$ cat config.mk
export PLATFORM = sky130hd
export DESIGN_NAME = rgbe_rle_scanline_decoder
export DESIGN_NICKNAME = d
export VERILOG_FILES = /design/src/rtl/rgberle_pkg.sv /design/src/rtl/rgberle_dec.sv /design/src/rtl/rgbe_rle_scanline_decoder.sv
export VERILOG_INCLUDE_DIRS = /design/src /design/src/rtl
export SDC_FILE = /design/constraint.sdc
export NUM_CORES = 1
export LEC_CHECK = 0
export BUFFER_PORTS_ARGS = -buffer_cell sky130_fd_sc_hd__clkbuf_2
export CORE_ASPECT_RATIO = 1.4
export CORE_MARGIN = 3
export CORE_UTILIZATION = 25
export CTS_CLUSTER_DIAMETER = 60
export DETAILED_ROUTE_END_ITERATION = 8
export GPL_ROUTABILITY_DRIVEN = 0
export MAX_ROUTING_LAYER = met4
export PLACE_DENSITY = 0.38
export SLEW_MARGIN = 10
export SYNTH_ARGS = -nofsm -noshare
export SYNTH_HDL_FRONTEND = slang
export SYNTH_SLANG_ARGS = --single-unit
$ cat constraint.sdc
create_clock -name clk -period 19.2 [get_ports clk]
set_input_delay 3.84 -clock clk [delete_from_list [all_inputs] [get_ports clk]]
set_output_delay 3.84 -clock clk [all_outputs]
set_load 0.01 [all_outputs]
$ cat src/rtl/rgbe_rle_scanline_decoder_macros.svh
// assertion macros shared by the rgbe rle scanline decoder rtl
// no dependencies; the including module provides clk and rst_n
`ifndef RGBE_RLE_SCANLINE_DECODER_MACROS_SVH
`define RGBE_RLE_SCANLINE_DECODER_MACROS_SVH
`ifndef SYNTH
// property checked at every clock edge outside reset
`define RGBERLE_ASSERT(lbl, prop, msg) \
  lbl: assert property (@(posedge clk) disable iff (!rst_n) prop) else $error(msg);
// antecedent in this cycle implies consequent in the next
`define RGBERLE_ASSERT_NEXT(lbl, ante, cons, msg) \
  lbl: assert property (@(posedge clk) disable iff (!rst_n) (ante) |=> (cons)) else $error(msg);
`else
`define RGBERLE_ASSERT(lbl, prop, msg)
`define RGBERLE_ASSERT_NEXT(lbl, ante, cons, msg)
`endif
`endif

$ cat src/rtl/rgberle_pkg.sv
// types and constants of the rgbe rle scanline decoder
// no dependencies
package rgberle_pkg;

  localparam int unsigned DIM_W = 15;

  // configuration register indexes
  localparam logic CFG_IDX_WIDTH  = 1'b0;
  localparam logic CFG_IDX_HEIGHT = 1'b1;

  localparam logic [DIM_W-1:0] WIDTH_RESET  = 15'd8;
  localparam logic [DIM_W-1:0] HEIGHT_RESET = 15'd1;
  localparam logic [DIM_W-1:0] FLAT_LIMIT   = 15'd8;

  localparam logic [7:0] HDR_MAGIC = 8'd2;

  // result kinds
  localparam logic [1:0] KIND_SPAN  = 2'd0;
  localparam logic [1:0] KIND_PIXEL = 2'd1;
  localparam logic [1:0] KIND_ERROR = 2'd2;

  // error codes
  localparam logic [1:0] ERR_NONE     = 2'd0;
  localparam logic [1:0] ERR_WIDTH    = 2'd1;
  localparam logic [1:0] ERR_ZERO     = 2'd2;
  localparam logic [1:0] ERR_OVERRUN  = 2'd3;

  localparam logic [1:0] PLANE_LAST = 2'd3;

  typedef enum logic [1:0] {
    PH_HEADER  = 2'd0,
    PH_COUNT   = 2'd1,
    PH_RUNVAL  = 2'd2,
    PH_LITERAL = 2'd3
  } phase_t;

  typedef struct packed {
    logic [7:0] file_byte;
    logic       start_image;
  } in_item_t;

  typedef struct packed {
    logic [1:0]       kind;
    logic [1:0]       error_code;
    logic [DIM_W-1:0] row;
    logic [1:0]       channel;
    logic [DIM_W-1:0] column;
    logic [6:0]       span_length;
    logic [7:0]       span_value;
    logic [7:0]       pixel_red;
    logic [7:0]       pixel_green;
    logic [7:0]       pixel_blue;
    logic [7:0]       pixel_exponent;
    logic             image_done;
  } out_item_t;

endpackage

$ cat src/rtl/rgberle_dec.sv
// decode state and per-byte decode logic of the rgbe rle scanline decoder
// depends on rgberle_pkg and rgbe_rle_scanline_decoder_macros.svh
`include "rgbe_rle_scanline_decoder_macros.svh"

module rgberle_dec (
  input  logic                     clk,
  input  logic                     rst_n,
  input  logic                     step,
  input  rgberle_pkg::in_item_t    item,
  input  logic [14:0]              img_width,
  input  logic [14:0]              img_height,
  output logic                     res_valid,
  output rgberle_pkg::out_item_t   res
);
  import rgberle_pkg::*;

  phase_t            phase_r, phase_nxt, eff_phase;
  logic [23:0]       held_r, held_nxt, eff_held;
  logic [1:0]        pos_r, pos_nxt, eff_pos;
  logic              flat_r, flat_nxt, eff_flat;
  logic [1:0]        plane_r, plane_nxt, eff_plane;
  logic [DIM_W-1:0]  col_r, col_nxt, eff_col;
  logic [DIM_W-1:0]  row_r, row_nxt, eff_row;
  logic [7:0]        lit_r, lit_nxt, eff_lit;
  logic [6:0]        run_r, run_nxt, eff_run;
  logic              halted_r, halted_nxt, eff_halted;

  logic [7:0]        b;
  logic              in_start;
  logic              active;
  logic              use_flat;
  logic [DIM_W-1:0]  room;
  logic [DIM_W:0]    row_inc;
  logic              row_done;
  logic [DIM_W:0]    pix_col_inc;
  logic [DIM_W:0]    span_sum;
  logic              do_pixel;
  logic              do_span;
  logic              do_error;
  logic [1:0]        err_code;
  logic [6:0]        span_len;

  assign b        = item.file_byte;
  assign in_start = item.start_image;

  // start of image clears the state before this byte is used
  assign eff_phase  = in_start ? PH_HEADER : phase_r;
  assign eff_held   = in_start ? '0 : held_r;
  assign eff_pos    = in_start ? '0 : pos_r;
  assign eff_flat   = in_start ? 1'b0 : flat_r;
  assign eff_plane  = in_start ? '0 : plane_r;
  assign eff_col    = in_start ? '0 : col_r;
  assign eff_row    = in_start ? '0 : row_r;
  assign eff_lit    = in_start ? '0 : lit_r;
  assign eff_run    = in_start ? '0 : run_r;
  assign eff_halted = in_start ? 1'b0 : halted_r;

  assign active = !eff_halted && (img_width != '0) && (img_height != '0)
                  && (eff_row < img_height);
  assign use_flat = eff_flat || (img_width < FLAT_LIMIT) || (eff_phase == PH_HEADER);
  assign room = (eff_col < img_width) ? (img_width - eff_col) : '0;
  assign row_inc  = {1'b0, eff_row} + 16'd1;
  assign row_done = row_inc >= {1'b0, img_height};
  assign pix_col_inc = {1'b0, eff_col} + 16'd1;
  assign span_len = (eff_phase == PH_RUNVAL) ? eff_run : 7'd1;
  assign span_sum = {1'b0, eff_col} + {9'd0, span_len};

  always_comb begin
    phase_nxt  = eff_phase;
    held_nxt   = eff_held;
    pos_nxt    = eff_pos;
    flat_nxt   = eff_flat;
    plane_nxt  = eff_plane;
    col_nxt    = eff_col;
    row_nxt    = eff_row;
    lit_nxt    = eff_lit;
    run_nxt    = eff_run;
    halted_nxt = eff_halted;
    do_pixel   = 1'b0;
    do_span    = 1'b0;
    do_error   = 1'b0;
    err_code   = ERR_NONE;
    res_valid  = 1'b0;
    res        = '0;

    if (active) begin
      if (use_flat) begin
        if (eff_pos != 2'd3) begin
          // gather the first three bytes of a pixel or header
          held_nxt = eff_held | (24'(b) << {eff_pos, 3'b000});
          pos_nxt  = eff_pos + 2'd1;
        end else begin
          held_nxt = '0;
          pos_nxt  = '0;
          if (eff_flat || (img_width < FLAT_LIMIT)) begin
            do_pixel = 1'b1;
          end else if ((eff_held[7:0] != HDR_MAGIC) || (eff_held[15:8] != HDR_MAGIC)
                       || eff_held[23]) begin
            // not a scanline header: rest of the image is flat
            flat_nxt = 1'b1;
            do_pixel = 1'b1;
          end else if ({eff_held[22:16], b} != img_width) begin
            do_error = 1'b1;
            err_code = ERR_WIDTH;
          end else begin
            phase_nxt = PH_COUNT;
            plane_nxt = '0;
            col_nxt   = '0;
          end
        end
      end else begin
        case (eff_phase)
          PH_COUNT: begin
            if (b[7] && (b[6:0] != 7'd0)) begin
              run_nxt = b[6:0];
              if ({8'd0, b[6:0]} > room) begin
                do_error = 1'b1;
                err_code = ERR_OVERRUN;
              end else begin
                phase_nxt = PH_RUNVAL;
              end
            end else if (b == 8'd0) begin
              do_error = 1'b1;
              err_code = ERR_ZERO;
            end else if ({7'd0, b} > room) begin
              do_error = 1'b1;
              err_code = ERR_OVERRUN;
            end else begin
              lit_nxt   = b;
              phase_nxt = PH_LITERAL;
            end
          end
          PH_RUNVAL: begin
            do_span = 1'b1;
          end
          PH_LITERAL: begin
            if (eff_lit != 8'd0) begin
              lit_nxt = eff_lit - 8'd1;
            end
            do_span = 1'b1;
          end
          default: begin
            phase_nxt = PH_HEADER;
          end
        endcase
      end
    end

    if (do_pixel) begin
      res_valid          = 1'b1;
      res.kind           = KIND_PIXEL;
      res.row            = eff_row;
      res.column         = eff_col;
      res.pixel_red      = eff_held[7:0];
      res.pixel_green    = eff_held[15:8];
      res.pixel_blue     = eff_held[23:16];
      res.pixel_exponent = b;
      if (pix_col_inc >= {1'b0, img_width}) begin
        col_nxt = '0;
        row_nxt = row_inc[DIM_W-1:0];
        if (row_done) begin
          res.image_done = 1'b1;
          halted_nxt     = 1'b1;
        end
      end else begin
        col_nxt = pix_col_inc[DIM_W-1:0];
      end
    end

    if (do_span) begin
      res_valid       = 1'b1;
      res.kind        = KIND_SPAN;
      res.row         = eff_row;
      res.channel     = eff_plane;
      res.column      = eff_col;
      res.span_length = span_len;
      res.span_value  = b;
      if (span_sum >= {1'b0, img_width}) begin
        // plane full
        col_nxt = '0;
        lit_nxt = '0;
        if (eff_plane == PLANE_LAST) begin
          plane_nxt = '0;
          row_nxt   = row_inc[DIM_W-1:0];
          phase_nxt = PH_HEADER;
          if (row_done) begin
            res.image_done = 1'b1;
            halted_nxt     = 1'b1;
          end
        end else begin
          plane_nxt = eff_plane + 2'd1;
          phase_nxt = PH_COUNT;
        end
      end else begin
        col_nxt = span_sum[DIM_W-1:0];
        if ((eff_phase != PH_LITERAL) || (lit_nxt == 8'd0)) begin
          phase_nxt = PH_COUNT;
        end
      end
    end

    if (do_error) begin
      res_valid      = 1'b1;
      res.kind       = KIND_ERROR;
      res.error_code = err_code;
      res.row        = eff_row;
      res.channel    = eff_plane;
      res.column     = eff_col;
      res.image_done = 1'b1;
      halted_nxt     = 1'b1;
    end
  end

  always_ff @(posedge clk) begin
    if (!rst_n) begin
      phase_r  <= PH_HEADER;
      held_r   <= '0;
      pos_r    <= '0;
      flat_r   <= 1'b0;
      plane_r  <= '0;
      col_r    <= '0;
      row_r    <= '0;
      lit_r    <= '0;
      run_r    <= '0;
      halted_r <= 1'b0;
    end else if (step) begin
      phase_r  <= phase_nxt;
      held_r   <= held_nxt;
      pos_r    <= pos_nxt;
      flat_r   <= flat_nxt;
      plane_r  <= plane_nxt;
      col_r    <= col_nxt;
      row_r    <= row_nxt;
      lit_r    <= lit_nxt;
      run_r    <= run_nxt;
      halted_r <= halted_nxt;
    end
  end

  `RGBERLE_ASSERT(a_halt_quiet, (halted_r && !in_start) |-> !res_valid, "result while halted")
  `RGBERLE_ASSERT(a_one_result, $countones({do_pixel, do_span, do_error}) <= 1, "two results")
  `RGBERLE_ASSERT_NEXT(a_done_halts, step && res_valid && res.image_done, halted_r, "done without halt")

endmodule

$ cat src/rtl/rgbe_rle_scanline_decoder.sv
// top level of the rgbe rle scanline decoder: channels, config registers, item stages
// depends on rgberle_pkg, rgberle_dec and rgbe_rle_scanline_decoder_macros.svh
//
// usage
//   in channel: one pixel-data byte of a radiance hdr file per item, with
//   start_image set on the first byte of an image (clears the decode state)
//   out channel: at most one result item per input byte: a channel span
//   (run or literal byte of one rle plane), a flat rgbe pixel, or an error;
//   image_done marks the last result of the image, after which bytes are
//   dropped until start_image
//   cfg channel: index 0 image width, index 1 image height; cfg_ready is
//   always high; write only while no item is in flight
// timing
//   an accepted byte sits one cycle in the input register and its result is
//   in the output register at the next edge: out_valid is high one cycle after
//   the accepting edge, so the result can be taken at the second edge after it
//   one byte per cycle sustained; the decode state is updated in that one
//   cycle so the next byte follows immediately
// reset and stall
//   synchronous active-low reset empties both stages, sets width 8, height 1
//   while out_stall holds a result, the input register still takes a byte;
//   a byte that yields no result moves on, one with a result waits
`include "rgbe_rle_scanline_decoder_macros.svh"

module rgbe_rle_scanline_decoder (
  input  logic                     clk,
  input  logic                     rst_n,
  input  logic                     in_valid,
  output logic                     in_stall,
  input  rgberle_pkg::in_item_t    in_data,
  output logic                     out_valid,
  input  logic                     out_stall,
  output rgberle_pkg::out_item_t   out_data,
  input  logic                     cfg_valid,
  output logic                     cfg_ready,
  input  logic                     cfg_index,
  input  logic [14:0]              cfg_data
);
  import rgberle_pkg::*;

  logic [DIM_W-1:0] width_r;
  logic [DIM_W-1:0] height_r;

  // input register
  logic      in_valid_r;
  in_item_t  in_data_r;

  // output register
  logic      out_valid_r;
  out_item_t out_data_r;

  logic      res_valid;
  out_item_t res;
  logic      adv;
  logic      out_load;

  assign cfg_ready = 1'b1;

  always_ff @(posedge clk) begin
    if (!rst_n) begin
      width_r  <= WIDTH_RESET;
      height_r <= HEIGHT_RESET;
    end else if (cfg_valid && cfg_ready) begin
      if (cfg_index == CFG_IDX_WIDTH) begin
        width_r <= cfg_data;
      end else begin
        height_r <= cfg_data;
      end
    end
  end

  // the held byte moves on unless its result finds the output register full and stalled
  assign adv      = in_valid_r && (!out_valid_r || !out_stall || !res_valid);
  assign out_load = adv && res_valid;
  assign in_stall = in_valid_r && !adv;

  rgberle_dec u_dec (
    .clk        (clk),
    .rst_n      (rst_n),
    .step       (adv),
    .item       (in_data_r),
    .img_width  (width_r),
    .img_height (height_r),
    .res_valid  (res_valid),
    .res        (res)
  );

  always_ff @(posedge clk) begin
    if (!rst_n) begin
      in_valid_r <= 1'b0;
    end else if (in_valid && !in_stall) begin
      in_valid_r <= 1'b1;
    end else if (adv) begin
      in_valid_r <= 1'b0;
    end
  end

  always_ff @(posedge clk) begin
    if (in_valid && !in_stall) begin
      in_data_r <= in_data;
    end
  end

  always_ff @(posedge clk) begin
    if (!rst_n) begin
      out_valid_r <= 1'b0;
    end else if (out_load) begin
      out_valid_r <= 1'b1;
    end else if (!out_stall) begin
      out_valid_r <= 1'b0;
    end
  end

  always_ff @(posedge clk) begin
    if (out_load) begin
      out_data_r <= res;
    end
  end

  assign out_valid = out_valid_r;
  assign out_data  = out_data_r;

  `RGBERLE_ASSERT(a_stall_needs_item, !in_valid_r |-> !in_stall, "stall with empty stage")
  `RGBERLE_ASSERT(a_error_done, (out_valid_r && (out_data_r.kind == KIND_ERROR)) |-> out_data_r.image_done, "error without done")
  `RGBERLE_ASSERT(a_span_len, (out_valid_r && (out_data_r.kind == KIND_SPAN)) |-> (out_data_r.span_length != 7'd0), "empty span")
  `RGBERLE_ASSERT_NEXT(a_out_drain, out_valid_r && !out_stall && !out_load, !out_valid_r, "result kept after take")

endmodule

# Word-level counts from Yosys, hierarchy flattened

Index checks and enable logic that the tools add are counted.

Flip-flop bits (word level): 202
Input port bits: 30
Word-level logic and storage cells: 222
Output and inout port bits: 87

Shift-type cells: 1
Equality and inequality tests: 10
Add/sub/neg operators: 7
Muxes and demuxes: 131
Bitwise logic cells: 2
Magnitude comparators: 8
Reduce and logical (&&, ||, !) cells: 34

Operators with widths:

| operator                | count |
|---|---|
| $mux W15                | 20 |
| $mux W24                | 4 |
| $mux W2                 | 37 |
| $mux W8                 | 9 |
| $mux W1                 | 51 |
| $ge A16 B15 Y1          | 3 |
| $mux W47                | 1 |
| $mux W7                 | 6 |
| $add A15 B1 Y16 const B | 2 |
| $mux W32                | 1 |
| $lt A15 B15 Y1          | 2 |
| $reduce_bool A15 Y1     | 2 |
| $or A24 B24 Y24         | 1 |
| $shl A8 B5 Y24          | 1 |
| $add A15 B7 Y16         | 1 |
| $logic_not A8 Y1        | 2 |
| $ne A8 B2 Y1 const B    | 2 |
| $pmux W8 S2             | 1 |
| $gt A7 B15 Y1           | 1 |
| $gt A8 B15 Y1           | 1 |
| $lt A15 B4 Y1 const B   | 1 |
| $ne A15 B15 Y1          | 1 |
| $sub A15 B15 Y15        | 1 |
| $logic_and A1 B1 Y1     | 8 |
| other kinds (16)        | 34 |

# Depth between registers and ports, before layout

Depth in word-level cells: 20
Gate-level depth with buffers: 29
Mapped depth without buffers: 23

# Cells and area by module

Synthesis repeated with hierarchy kept, for this count alone.

Cell total of the unflattened synthesis: 1,403
Area total of the unflattened synthesis: 12,477.0 sq um

Modules (own cells, without submodules):

| module                    | cells an instance | area an instance (sq um) | times used | sequential area each (sq um) |
|---|---|---|---|---|
| rgberle_dec               | 1,165             | 8,473.1                  | 1          | 1,541.5 |
| rgbe_rle_scanline_decoder | 238               | 4,003.8                  | 1          | 3,433.3 |

# Worst setup path after synthesis

Ideal clock, no wire load.

Path type: register to register
Start: reg in_data_r[0] in the netlist's numbering
End: reg out_data_r (netlist bit out_data[0]) (enable)
Data arrival time: 8.350 ns
Setup slack: 10.322 ns
Setup time: 0.527 ns
Data required time: 18.673 ns
Buffers on the path: 7
Cell stages (with the launch flop): 27
Period minus slack after synthesis: 8.878 ns
Cell sequence: edfxtp_1 -> buf_2 -> buf_2 -> clkbuf_1 -> nor2b_1 -> inv_1 -> ha_1 -> buf_2 -> and4_1 -> nand3_1 -> a21oi_1 -> or3_1 -> o21a_1 -> clkbuf_1 -> nand2b_1 -> ha_1 -> nor2b_1 -> o31ai_1 -> a211oi_1 -> o22ai_1 -> nand2_1 -> o311ai_1 -> a221o_1 -> a21oi_1 -> buf_2 -> buf_4 -> nor2_1

Word-level cells in the longest chain between the ends: 16
Elaborated cells between the ends (all ways): 56
Classes of those cells: add/sub: 1; order compare: 4; eq/ne: 7; mux: 30; reduce/logical: 14

RTL lines:

| element                                                   | line                             | source |
|---|---|---|
| start: declaration                                        | rgbe_rle_scanline_decoder.sv:46  | `in_item_t in_data_r;` |
| start signal: assignment                                  | rgbe_rle_scanline_decoder.sv:100 | `in_data_r <= in_data;` |
| branches (longest 11 deep; another with $sub A15 B15 Y15) | --                               |  |
| $mux W1 *                                                 | rgberle_dec.sv:202               | `if (do_error) begin` |
| $logic_not A1 Y1                                          | rgbe_rle_scanline_decoder.sv:73  | `assign adv = in_valid_r && (!out_valid_r \|\| !out_stall \|\| !res_valid);` |
| $logic_or A1 B1 Y1                                        | rgbe_rle_scanline_decoder.sv:73  |  |
| $logic_and A1 B1 Y1                                       | rgbe_rle_scanline_decoder.sv:73  |  |
| $logic_and A1 B1 Y1 *                                     | rgbe_rle_scanline_decoder.sv:74  | `assign out_load = adv && res_valid;` |
| named net out_load                                        | rgbe_rle_scanline_decoder.sv:55  | `logic out_load;` |
| end signal: assignment                                    | rgbe_rle_scanline_decoder.sv:116 | `out_data_r <= res;` |
| end: declaration                                          | rgbe_rle_scanline_decoder.sv:50  | `out_item_t out_data_r;` |

Mark *: on every way through the listed nets, which the timed path passes.
A chain may end at the register's enable or synchronous reset.

# Final worst setup path

Start: reg in_data_r[0] in the netlist's numbering
End: out in_stall

Word-level cells in the longest chain between the ends: 17
Elaborated cells between the ends (all ways): 57
Classes of those cells: add/sub: 1; order compare: 4; eq/ne: 7; mux: 30; reduce/logical: 15

RTL lines:

| element                                                   | line                            | source |
|---|---|---|
| branches (longest 11 deep; another with $sub A15 B15 Y15) | --                              |  |
| $mux W1 *                                                 | rgberle_dec.sv:202              |  |
| $logic_not A1 Y1 *                                        | rgbe_rle_scanline_decoder.sv:73 |  |
| $logic_or A1 B1 Y1 *                                      | rgbe_rle_scanline_decoder.sv:73 |  |
| $logic_and A1 B1 Y1 *                                     | rgbe_rle_scanline_decoder.sv:73 |  |
| $logic_not A1 Y1 *                                        | rgbe_rle_scanline_decoder.sv:75 | `assign in_stall = in_valid_r && !adv;` |
| $logic_and A1 B1 Y1 *                                     | rgbe_rle_scanline_decoder.sv:75 |  |
| end: declaration                                          | rgbe_rle_scanline_decoder.sv:29 | `output logic in_stall,` |

Every way passes the cells marked *.

==> reports/qor.txt <==
Max clock buf depth: 3
Top cells by count, synth: nand2_1 (154), nor2_1 (116), dfxtp_1 (109), ha_1 (96), edfxtp_1 (93)
Clk slew on worst S/H paths: 0.06 ns
Core Area: 0.05012 mm^2
Setup Crit Path Kind: reg2out
DIE WIDTH: 196.3 um
Cells after Synth: 1419
Syn-to-layout area delta: 15.68%
Drt first pass iters: 5
CP Data Required Time: 15.36 ns
Iteration-0 DRC count of the detailed router: 662
Cell with the most instances after synthesis: nand2_1
Actual slew at the worst max-slew pin: 1.131 ns
DRC Markers: 0
Primary FF master, synth: dfxtp_1
Post-synthesis xor/xnor area fraction: 0.03870
CTS buffer count: 25
Final setup viols: 0
EDFF count, synth: 93
Max-Cap Viols: 0
# rows: 97
Die H: 272.4 um
Via-to-Cell Ratio: 5.113
Max Fclk: 0.09573 GHz
Hpwl dp: 33720 um
Hold Vio Cnt, Final: 0
Area post-placement: 0.01386 mm^2
Nets@finish: 1628
FF+latch count, synth: 202
I/O Buffers: 115
Min Tclk post-route: 10.45 ns
First-pass GRT wire length: 69410 um
CTS Hold Bufs: 0
Initial antenna violation count: 0
Crit end category: output port
Slew margin rel.: 0.2444
Largest net degree at the start of global routing: 57
Root Buffer: clkbuf_16
Layout cell share with drive strength beyond 1: 0.1284
CTS sink cnt: 202
Share of the synthesized area in the top cell type: 0.2203
Total length of routed wires: 46020 um
Syn Nets: 1547
Mean post-synth cell area: 8.932 um^2
Status: complete, no violations
IO Pins: 117
Crit share post-route: 0.5441
Setup crit start kind: register
Syn Std Cell Area: 0.01267 mm^2
Crit path max fanout: 47
Flop-to-flop setup slack: 11.48 ns
Worst IR Drop VDD: 0.05806 mV
Register area share after synthesis: 0.3925
Simple-gate share of the synthesized area: 0.2174
Ys async rst share: 0
Yosys warns: 0
Setup_tns: 0 ns
Vias: 11.05k
CTS tree: done
Routed WL per cell: 21.28 um
Initial Util: 0.2529
P_leak: 5.759 nW
Antenna cells: 0
Congestion Overflow GR: 0
Synth cell types: 81
Worst min-delay path class: reg2reg
Final core occ: 0.2925
Final instance area: 0.01466 mm^2
Power Dens Cells: 75.28 mW/mm^2
Post-Synth Adder-Cell Area: 0.09793
Setup Skew: 0.02778 ns
Main combinational cell family by area after synthesis: simple AND/OR/NAND/NOR gates
Skew-Pair Late Insertion Delay: 0.57 ns
GRT Util Overall: 0.1726
Worst Path Arrival: 6.61 ns
Final ANT Viol Nets: 0
Largest cells by area after synthesis: edfxtp_1 (22%), dfxtp_1 (17%), ha_1 (9.5%)
RSZ-0062 raised after global routing: no
Setup bufs post-CTS: 0
Mux cell area share after synthesis: 0.005232
Slew Viols, Final: 0
Fill cell count: 5352
H-tree levels: 1
Number of global-route vias before repair: 11.11k
Die ar.: 0.05347 mm^2
Final Total Pwr: 1.104 mW
Synth Area in Compound Gates: 0.2004
Post-synth top area cell: edfxtp_1
Post_cts resized: 0
## worst max-delay path: stages (launching register included)
cell and delay [ns]:
edfxtp_1 0.35, buf_4 0.26, inv_1 0.12, buf_4 0.46, nand2_1 0.25, ha_1 0.49
and4_1 0.29, nand3_1 0.09, a21oi_1 0.28, or3_1 0.19, o21a_1 0.45, nand2b_1 0.13
ha_1 0.30, nor2b_1 0.14, o31ai_1 0.33, a211oi_1 0.14, o22ai_1 0.35, nand2_1 0.18
o311ai_1 0.18, a221oi_1 0.23, o21ai_0 0.46, nor2_1 0.13, clkbuf_2 0.16
## layout by cell type, fill, tap and decap left out, drive strengths merged, types with 32 or more instances in the layout
master  synthesis  final
nand2         155    155
clkbuf         58    149
nor2          116    116
dfxtp         109    109
ha             96     96
edfxtp         93     93
a21oi          93     93
inv            65     69
and3           62     62
o21ai          58     58
nor2b          44     44
xnor2          36     36
nand3          32     32
a21boi         32     32
## power by group
group          internal, mW  switching, mW
clock network         0.262          0.200
registers             0.456         0.0142
logic                0.0630          0.108
## path summary, 6_finish.rpt
| path | from | endpoint | cells past startpoint |
|---|---|---|---|
| hold / removal | u_dec.lit_r[1] | u_dec.lit_r[1] | 2 |
| setup reg to reg | in_data_r[0] | out_data[51] | 23 |
| setup / recovery | in_data_r[0] | in_stall | 22 |
| hold reg to reg | u_dec.lit_r[1] | u_dec.lit_r[1] | 2 |
## state kept, by name, summed over array words and instances (netlist names)
| signal | flops |
|---|---|
| u_dec.phase_r | 2 |
| u_dec.halted_r | 1 |
| width_r | 15 |
| out_data | 84 |
| out_valid | 1 |
| u_dec.held_r | 24 |
| u_dec.run_r | 7 |
| u_dec.flat_r | 1 |
| in_valid_r | 1 |
| u_dec.plane_r | 2 |
| u_dec.lit_r | 8 |
| u_dec.col_r | 15 |
| in_data_r | 9 |
| u_dec.pos_r | 2 |
| u_dec.row_r | 15 |
| height_r | 15 |
## metrics by stage
| stage | instances | hold slack, ns | setup slack, ns |
|---|---|---|---|
| global route | 2162 | 0.5029 | 8.096 |
| detailed placement | 2116 | 0.4692 | 9.438 |
| floorplan | 1419 | 0.4401 | 10.32 |
| global placement | 2116 | 0.4636 | 9.542 |
| finish | 2162 | 0.4803 | 8.754 |
| CTS | 2162 | 0.4828 | 8.767 |
## cell families (layout without fill, tap and decap cells)
family | count (synthesis) | count (layout)
simple gates | 547 | 547
compound gates | 365 | 365
flops | 202 | 202
buf+inv | 144 | 244
fa+ha+maj | 98 | 98
xor+xnor | 56 | 56
mux | 6 | 6
other cells | 1 | 1
## cell type report
class / instances / area, um^2 / area share
clock buffer: 34 / 709.4 / 0.04839
inverter: 66 / 247.7 / 0.01690
sequential: 202 / 4975 / 0.3393
clock inverter: 12 / 90.09 / 0.006144
timing repair buffer: 132 / 703.2 / 0.04796
tap: 643 / 804.5 / 0.05487
multi-input combinational: 1073 / 7132 / 0.4864
## per-layer routing
metal,track usage,vias up,share of wire
li1,-,5338,-
met1,0.2098,5359,0.44
met2,0.3026,285,0.50
met3,0.01720,72,0.038
met4,0.05162,0,0.029
met5,-,-,0
Power figures use the tool's default switching activity.
